--- src/hw/rtl/cdq_pkg.sv ---
// ----------------------------------------------------------------------------
// cdq_pkg: shared types and codes for the circular deque
// Request mode, side and status codes, and the control word that travels
// along the storage cell chain together with each request.
// ----------------------------------------------------------------------------
package cdq_pkg;

   localparam int DEPTH_DEFAULT = 16;

   localparam int MODE_W   = 2;
   localparam int DATA_W   = 32;
   localparam int STATUS_W = 2;
   localparam int CAP_W    = 5;
   localparam int CAP_MAX  = (1 << CAP_W) - 1;

   localparam logic [MODE_W-1:0] MODE_PUSH = 2'd0;
   localparam logic [MODE_W-1:0] MODE_POP  = 2'd1;
   localparam logic [MODE_W-1:0] MODE_PEEK = 2'd2;

   localparam logic SIDE_FRONT = 1'b0;
   localparam logic SIDE_REAR  = 1'b1;

   localparam logic [STATUS_W-1:0] STAT_OK    = 2'd0;
   localparam logic [STATUS_W-1:0] STAT_FULL  = 2'd1;
   localparam logic [STATUS_W-1:0] STAT_EMPTY = 2'd2;

   // Control word of one request as it moves down the cell chain.
   typedef struct packed {
      logic                valid;
      logic                wr;
      logic                rd;
      logic [STATUS_W-1:0] status;
      logic [CAP_W-1:0]    occupancy;
   } ctl_type;

endpackage

--- src/hw/rtl/cdq_cell.sv ---
// ----------------------------------------------------------------------------
// cdq_cell: one storage entry of the deque
// Holds one entry. A request passing by that addresses this cell writes the
// entry or picks up its value; the request moves on to the next cell.
// ----------------------------------------------------------------------------
module cdq_cell #(
   parameter int INDEX = 0,
   parameter int PTR_W = 4
) (
   input  logic                        clock,
   input  logic                        reset,
   input  cdq_pkg::ctl_type            ctl_in,
   input  logic [PTR_W-1:0]            addr_in,
   input  logic [cdq_pkg::DATA_W-1:0]  data_in,
   output cdq_pkg::ctl_type            ctl_out,
   output logic [PTR_W-1:0]            addr_out,
   output logic [cdq_pkg::DATA_W-1:0]  data_out
);

   logic                       hit;
   logic [cdq_pkg::DATA_W-1:0] entry_ff, entry_in;
   logic [cdq_pkg::DATA_W-1:0] data_ff, data_in_nxt;
   logic [PTR_W-1:0]           addr_ff;
   cdq_pkg::ctl_type           ctl_ff;

   assign hit         = ctl_in.valid && (addr_in == PTR_W'(INDEX));
   assign entry_in    = (hit && ctl_in.wr) ? data_in : entry_ff;
   assign data_in_nxt = (hit && ctl_in.rd) ? entry_ff : data_in;

   always_ff @(posedge clock) begin
      if (reset) begin
         ctl_ff <= '0;
      end else begin
         ctl_ff <= ctl_in;
      end
   end

   always_ff @(posedge clock) begin
      entry_ff <= entry_in;
      data_ff  <= data_in_nxt;
      addr_ff  <= addr_in;
   end

   assign ctl_out  = ctl_ff;
   assign addr_out = addr_ff;
   assign data_out = data_ff;

endmodule

--- src/hw/rtl/cdq_ctrl.sv ---
// ----------------------------------------------------------------------------
// cdq_ctrl: pointer and count control of the deque
// Keeps the front and rear pointers, the entry count and the capacity
// register, decides each request and issues it into the cell chain.
// ----------------------------------------------------------------------------
module cdq_ctrl #(
   parameter int DEPTH = cdq_pkg::DEPTH_DEFAULT,
   parameter int PTR_W = $clog2(DEPTH)
) (
   input  logic                          clock,
   input  logic                          reset,
   input  logic                          accept,
   input  logic [cdq_pkg::MODE_W-1:0]    req_mode,
   input  logic                          req_side,
   input  logic signed [cdq_pkg::DATA_W-1:0] req_push_value,
   input  logic                          csr_valid,
   output logic                          csr_ready,
   input  logic [cdq_pkg::CAP_W-1:0]     csr_wdata,
   output cdq_pkg::ctl_type              ctl_out,
   output logic [PTR_W-1:0]              addr_out,
   output logic [cdq_pkg::DATA_W-1:0]    data_out
);

   localparam int CAP_W   = cdq_pkg::CAP_W;
   localparam int CMP_W   = ((PTR_W > CAP_W) ? PTR_W : CAP_W) + 1;
   localparam int CAP_RST = (DEPTH > cdq_pkg::CAP_MAX) ? cdq_pkg::CAP_MAX : DEPTH;

   logic [CAP_W-1:0] capacity_ff, capacity_in;
   logic [CAP_W-1:0] count_ff, count_in;
   logic [PTR_W-1:0] front_ff, front_in;
   logic [PTR_W-1:0] rear_ff, rear_in;
   logic [CAP_W-1:0] eff_cap;
   logic             full, empty;
   logic [PTR_W-1:0] front_back;
   logic [PTR_W-1:0] rear_back;

   cdq_pkg::ctl_type           ctl_ff, ctl_in;
   logic [PTR_W-1:0]           addr_ff, addr_in;
   logic [cdq_pkg::DATA_W-1:0] data_ff;

   // Wrap forward at the capacity.
   function automatic logic [PTR_W-1:0] advance(input logic [PTR_W-1:0] p,
                                                 input logic [CAP_W-1:0] cap);
      logic [CMP_W-1:0] n;
      n = CMP_W'(p) + CMP_W'(1);
      return (n >= CMP_W'(cap)) ? '0 : PTR_W'(n);
   endfunction

   // Wrap backward from zero to capacity - 1.
   function automatic logic [PTR_W-1:0] retreat(input logic [PTR_W-1:0] p,
                                                 input logic [CAP_W-1:0] cap);
      logic [CMP_W-1:0] m;
      m = CMP_W'(cap) - CMP_W'(1);
      return (p == '0) ? PTR_W'(m) : p - PTR_W'(1);
   endfunction

   // Zero acts as one, anything above the storage size as the storage size.
   always_comb begin
      if (capacity_ff == '0) begin
         eff_cap = CAP_W'(1);
      end else if (32'(capacity_ff) > DEPTH) begin
         eff_cap = CAP_W'(CAP_RST);
      end else begin
         eff_cap = capacity_ff;
      end
   end

   assign full       = count_ff >= eff_cap;
   assign empty      = count_ff == '0;
   assign front_back = retreat(front_ff, eff_cap);
   assign rear_back  = retreat(rear_ff, eff_cap);

   assign csr_ready   = 1'b1;
   assign capacity_in = csr_valid ? csr_wdata : capacity_ff;

   always_comb begin
      front_in      = front_ff;
      rear_in       = rear_ff;
      count_in      = count_ff;
      addr_in       = '0;
      ctl_in        = '0;
      ctl_in.valid  = accept;
      ctl_in.status = cdq_pkg::STAT_OK;
      case (req_mode)
         cdq_pkg::MODE_PUSH: begin
            if (full) begin
               ctl_in.status = cdq_pkg::STAT_FULL;
            end else begin
               ctl_in.wr = 1'b1;
               count_in  = count_ff + CAP_W'(1);
               if (req_side == cdq_pkg::SIDE_FRONT) begin
                  addr_in  = front_ff;
                  front_in = advance(front_ff, eff_cap);
               end else begin
                  addr_in = rear_back;
                  rear_in = rear_back;
               end
            end
         end
         cdq_pkg::MODE_POP, cdq_pkg::MODE_PEEK: begin
            if (empty) begin
               ctl_in.status = cdq_pkg::STAT_EMPTY;
            end else begin
               ctl_in.rd = 1'b1;
               if (req_side == cdq_pkg::SIDE_FRONT) begin
                  addr_in = front_back;
                  if (req_mode == cdq_pkg::MODE_POP) begin
                     front_in = front_back;
                     count_in = count_ff - CAP_W'(1);
                  end
               end else begin
                  addr_in = rear_ff;
                  if (req_mode == cdq_pkg::MODE_POP) begin
                     rear_in  = advance(rear_ff, eff_cap);
                     count_in = count_ff - CAP_W'(1);
                  end
               end
            end
         end
         default: begin
            // unused mode: no change, plain ok answer
         end
      endcase
      ctl_in.occupancy = count_in;
   end

   always_ff @(posedge clock) begin
      if (reset) begin
         capacity_ff <= CAP_W'(CAP_RST);
         count_ff    <= '0;
         front_ff    <= '0;
         rear_ff     <= '0;
         ctl_ff      <= '0;
      end else begin
         capacity_ff <= capacity_in;
         ctl_ff      <= ctl_in;
         if (accept) begin
            count_ff <= count_in;
            front_ff <= front_in;
            rear_ff  <= rear_in;
         end
      end
   end

   always_ff @(posedge clock) begin
      addr_ff <= addr_in;
      data_ff <= req_push_value;
   end

   assign ctl_out  = ctl_ff;
   assign addr_out = addr_ff;
   assign data_out = data_ff;

   a_push_counts: assert property (@(posedge clock) disable iff (reset)
      accept && (req_mode == cdq_pkg::MODE_PUSH) && !full
      |=> count_ff == $past(count_ff) + CAP_W'(1))
      else $error("accepted push did not raise the count");

   a_refused_holds: assert property (@(posedge clock) disable iff (reset)
      accept && ((req_mode == cdq_pkg::MODE_PUSH && full) ||
                 (req_mode != cdq_pkg::MODE_PUSH && empty))
      |=> $stable(count_ff) && $stable(front_ff) && $stable(rear_ff))
      else $error("refused request changed the deque state");

   a_ptr_range: assert property (@(posedge clock) disable iff (reset)
      (32'(front_ff) < DEPTH) && (32'(rear_ff) < DEPTH))
      else $error("pointer beyond storage");

endmodule

--- src/hw/rtl/circular_deque_unit.sv ---
// ----------------------------------------------------------------------------
// circular_deque_unit: double-ended queue in a circular buffer
// Push, pop or peek at either end of a deque of 32-bit signed values.
// ----------------------------------------------------------------------------
// Usage:
//   Requests: a transfer happens at a rising edge with start high and busy
//   low. busy stays low: the unit takes a new request in every cycle.
//   req_mode selects push, pop or peek, req_side the front or rear end,
//   req_push_value is the value stored by a push.
//   Results: one per request, in request order, on the rsp_ ports for one
//   cycle with rsp_strobe high. The receiver cannot stall; it must take each
//   result in the cycle it is shown.
//   Path: the request is registered in the controller, then walks through
//   the row of DEPTH storage cells in order (one cell per cycle) to the
//   result ports. Throughput: one request per cycle.
//   Configuration: csr_wdata writes the capacity (wrap point of both
//   pointers) when csr_valid is high; csr_ready is always high. Write it only
//   while no request is in flight.
//   Reset: pointers and count go to zero, capacity to DEPTH (31 at most),
//   the chain empties. Storage entries keep whatever they held.
// ----------------------------------------------------------------------------
module circular_deque_unit #(
   parameter int DEPTH = cdq_pkg::DEPTH_DEFAULT
) (
   input  logic                                 clock,
   input  logic                                 reset,
   input  logic                                 start,
   output logic                                 busy,
   input  logic [cdq_pkg::MODE_W-1:0]           req_mode,
   input  logic                                 req_side,
   input  logic signed [cdq_pkg::DATA_W-1:0]    req_push_value,
   output logic                                 rsp_strobe,
   output logic signed [cdq_pkg::DATA_W-1:0]    rsp_read_value,
   output logic [cdq_pkg::STATUS_W-1:0]         rsp_status,
   output logic [cdq_pkg::CAP_W-1:0]            rsp_occupancy,
   input  logic                                 csr_valid,
   output logic                                 csr_ready,
   input  logic [cdq_pkg::CAP_W-1:0]            csr_wdata
);

   localparam int PTR_W = $clog2(DEPTH);

   logic accept;

   // Link i feeds cell i; link DEPTH is the end of the chain.
   cdq_pkg::ctl_type           ctl_link  [DEPTH+1];
   logic [PTR_W-1:0]           addr_link [DEPTH+1];
   logic [cdq_pkg::DATA_W-1:0] data_link [DEPTH+1];

   // Each request costs one cell step per cycle, so nothing ever backs up.
   assign busy   = 1'b0;
   assign accept = start && !busy;

   // Controller: decides the request now and issues one control word into
   // the chain, with the entry address and the push value.
   cdq_ctrl #(
      .DEPTH (DEPTH),
      .PTR_W (PTR_W)
   ) u_ctrl (
      .clock          (clock),
      .reset          (reset),
      .accept         (accept),
      .req_mode       (req_mode),
      .req_side       (req_side),
      .req_push_value (req_push_value),
      .csr_valid      (csr_valid),
      .csr_ready      (csr_ready),
      .csr_wdata      (csr_wdata),
      .ctl_out        (ctl_link[0]),
      .addr_out       (addr_link[0]),
      .data_out       (data_link[0])
   );

   // Storage row: the request passes every cell in order, so a later read
   // always sees an earlier write to the same entry.
   for (genvar i = 0; i < DEPTH; i++) begin : g_cell
      cdq_cell #(
         .INDEX (i),
         .PTR_W (PTR_W)
      ) u_cell (
         .clock    (clock),
         .reset    (reset),
         .ctl_in   (ctl_link[i]),
         .addr_in  (addr_link[i]),
         .data_in  (data_link[i]),
         .ctl_out  (ctl_link[i+1]),
         .addr_out (addr_link[i+1]),
         .data_out (data_link[i+1])
      );
   end

   // Push value still rides along on a push; only reads show data.
   assign rsp_strobe     = ctl_link[DEPTH].valid;
   assign rsp_read_value = ctl_link[DEPTH].rd ? data_link[DEPTH] : '0;
   assign rsp_status     = ctl_link[DEPTH].status;
   assign rsp_occupancy  = ctl_link[DEPTH].occupancy;

   a_status_code: assert property (@(posedge clock) disable iff (reset)
      rsp_strobe |-> (rsp_status == cdq_pkg::STAT_OK ||
                      rsp_status == cdq_pkg::STAT_FULL ||
                      rsp_status == cdq_pkg::STAT_EMPTY))
      else $error("result carries an unknown status");

   a_refused_zero: assert property (@(posedge clock) disable iff (reset)
      rsp_strobe && (rsp_status != cdq_pkg::STAT_OK) |-> rsp_read_value == '0)
      else $error("refused request returned data");

endmodule
--- config.mk ---
export PLATFORM = sky130hd
export DESIGN_NAME = circular_deque_unit
export DESIGN_NICKNAME = d
export VERILOG_FILES = /design/src/hw/rtl/cdq_pkg.sv /design/src/hw/rtl/cdq_cell.sv /design/src/hw/rtl/cdq_ctrl.sv /design/src/hw/rtl/circular_deque_unit.sv
export SDC_FILE = /design/constraint.sdc
export NUM_CORES = 1
export LEC_CHECK = 0
export BUFFER_PORTS_ARGS = -buffer_cell sky130_fd_sc_hd__buf_2
export CAP_MARGIN = 20
export CORE_ASPECT_RATIO = 2
export CORE_MARGIN = 2
export CORE_UTILIZATION = 45
export CTS_CLUSTER_DIAMETER = 120
export DETAILED_ROUTE_END_ITERATION = 7
export RECOVER_POWER = 25
export SLEW_MARGIN = 20
export SYNTH_ARGS = -nofsm -noshare
export SYNTH_HDL_FRONTEND = slang
export SYNTH_SLANG_ARGS = --single-unit
--- constraint.sdc ---
create_clock -name clock -period 6 [get_ports clock]
set_clock_uncertainty 0.1 [all_clocks]
set_input_delay 1.8 -clock clock [delete_from_list [all_inputs] [get_ports clock]]
set_output_delay 1.8 -clock clock [all_outputs]
set_load 0.02 [all_outputs]
==> results_dict.tcl <==
set metrics [dict create \
    status "complete, no violations" \
    synth_top_flop_cell "dfxtp_1" \
    grt_pass1_vias 19700 \
    p_leak_nw 17.1 \
    diodes 0 \
    clk_latency_ps 690 \
    core_mm2 0.0900 \
    drc 0 \
    ys_seq_area_share_pct 76.9 \
    avgSynthCellArea_um2 16.9 \
    drive_above_1_share_pct 31.2 \
    routed_wl_um 62100 \
    firstDrtPassIters 5 \
    synth_warnings 0 \
    cts_sinks 1307 \
    slew_headroom_pct 33.0 \
    row_count 156 \
    path_max_fanout 32 \
    crit_type "flip-flop to primary output" \
    fin_crit_sh_pct 66.2 \
    final_cell_mix "dfxtp_1 (795), mux2_2 (513), edfxtp_1 (512)" \
    wl_met3_um 2340 \
    dr_wl_met2_um 31300 \
    synth_edf_count 512 \
    htree_levels 3 \
    cp.arrival_ps 2070 \
    ir_worst_vdd_v 0.000380 \
    wl_met1_um 26800 \
    overflow 0 \
    synth-xor-area-share_pct 0.108 \
    dp_hpwl_um 37100 \
    synth-compound-area-share_pct 1.75 \
    ant_nets 0 \
    start_util_pct 45.2 \
    syn_area_mm2 0.0407 \
    setup_viol 0 \
    root_buffer "clkbuf_16" \
    slew_viol_final 0 \
    die_h_um 429 \
    vias 18500 \
    min_period_ps 3970 \
    ctsHoldBuffers 0 \
    muxShareOfSynthArea_pct 14.4 \
    area_delta_synth_final_pct 13.7 \
    holdCritPathClass "flip-flop to flip-flop" \
    synthArstFlopShare_pct 0 \
    stdcell_count 3813 \
    cp.required_ps 4100 \
    port-buffer-count 83 \
    cts_tree "yes" \
    place_congestion 0.804 \
    hold_viol 0 \
    synth_seq_cells 1307 \
    vias_per_cell 4.86 \
    drv_cap 0 \
    max_freq_mhz 252 \
    finalSetupTns_ps 0 \
    critPathLaunch "g_cell[15].u_cell.ctl_out[7]" \
    synth_adder_area_share_pct 0.769 \
    tightest_slew_ps 1000 \
    ios 86 \
    placed_cells 3607 \
    yosys.area_share.simple_pct 4.89 \
    track_usage_pct 13.6 \
    cp-start-kind "flip-flop" \
    clkSlewWorstSetupHoldPaths_ps 60 \
    hold_start "g_cell[3].u_cell.addr_out[2]" \
    rsz0062_at_grt "false" \
    postCtsSetupBuffers 0 \
    grt_pass1_wl_um 102000 \
    highest_layer "met4" \
    synth.distinct_cells 71 \
    grt_max_degree 106 \
    synth_top_family_by_area "multiplexers" \
    dieArea_mm2 0.0930 \
    p_per_area_mw_per_mm2 376 \
    grt_antenna_before_repair 0 \
    end_kind "primary output" \
    clock_tree.buffer_depth 3 \
    cts_resized 0 \
    final_common_cell "dfxtp_1" \
    drt_iter0_markers 914 \
    cts_buffers 109 \
    syn_nets 2475 \
    synth_cells 2406 \
    finalNetCount 2602 \
    die_x_um 217 \
    wl_per_cell_um 16.3 \
    r2r_start "u_ctrl.capacity_ff[1]" \
]
## logic make-up after synthesis
logic type,count (synthesis)
simple gates,341
flops,1307
other cells,2
xor+xnor,5
mux,521
buf+inv,116
fa+ha+maj,25
compound gates,89
## registers in the layout, summed over array words and instances, names as in the netlist
| signal | flops |
|---|---|
| g_cell.u_cell.addr_out | 60 |
| g_cell.u_cell.ctl_out | 159 |
| g_cell.u_cell.data_out | 512 |
| g_cell.u_cell.entry_ff | 512 |
| u_ctrl.addr_out | 4 |
| u_ctrl.capacity_ff | 5 |
| u_ctrl.count_ff | 5 |
| u_ctrl.ctl_out | 10 |
| u_ctrl.data_out | 32 |
| u_ctrl.front_ff | 4 |
| u_ctrl.rear_ff | 4 |
## Yosys cell counts (4+ instances only)
library cell  count  area (µm²)
a211oi_1          8        60.1
a21oi_1          12        60.1
nor3_1            6        30.0
clkbuf_1         42         158
ha_1             25         313
inv_1            22        82.6
and2_1           44         275
dfxtp_1         795       15900
mux2i_1           8        80.1
or3_1             4        25.0
edfxtp_1        512       15400
buf_4             9        67.6
nor2b_1         166        1040
buf_1            38         143
nand2_1          35         131
nand3_1          16        80.1
nand4b_1          7        61.3
nor2_1           32         120
o211ai_1          5        37.5
and3_1            4        25.0
a31oi_1           7        43.8
nand2b_1          5        31.3
nand4_1           6        37.5
mux2_2          513        5780
o21ai_0          11        55.1
## final cells by class
| type | count | area (µm²) |
|---|---|---|
| Sequential cell | 1307 | 31300 |
| Inverter | 23 | 86.3 |
| Clock inverter | 54 | 706 |
| Fill cell | 7382 | 43700 |
| Timing Repair Buffer | 109 | 617 |
| Multi-Input combinational cell | 983 | 8940 |
| Clock buffer | 152 | 3180 |
| Tap cell | 1185 | 1480 |
## power breakdown
| group | internal [mW] | leakage, nW | total (mW) | switching (mW) |
|---|---|---|---|---|
| logic | 0.181 | 3.99 | 0.319 | 0.139 |
| clock network | 4.34 | 1.90 | 7.49 | 3.15 |
| registers | 9.46 | 11.2 | 9.58 | 0.120 |
| total | 14.0 | 17.1 | 17.4 | 3.41 |
## metrics by stage
| stage | hold WS [ps] | instance area (µm²) | power [mW] | setup WS (ps) | util (%) |
|---|---|---|---|---|---|
| floorplan | 222 | 40700 | 9.98 | 2580 | - |
| global placement | 228 | 42400 | 10.1 | 2140 | 47.1 |
| detailed placement | 231 | 42400 | 10.1 | 2080 | 47.1 |
| CTS | 244 | 46300 | 17.7 | 1920 | 51.5 |
| global route | 243 | 46300 | 18.0 | 1810 | 51.5 |
| finish | 243 | 46300 | 17.4 | 2030 | 51.5 |
## metal layers
metal	global-route usage, %	up-vias
li1	-	8823
met1	16.6	9269
met2	23.5	302
met3	3.00	122
met4	4.97	0
met5	0	-
## final timing paths
path         slack (ps)  depth (start not counted)                            to
max                2030                          2            rsp_read_value[16]
min                 240                          0  g_cell[4].u_cell.addr_out[2]
max reg2reg        2940                          9             u_ctrl.ctl_out[3]
min reg2reg         240                          0  g_cell[4].u_cell.addr_out[2]
## worst max-delay path: stages, from the launching register on
cell,delay (ps)
dfxtp_1,980
and2_1,240
buf_2,160
Note: power is estimated with default switching activity, not from simulation.
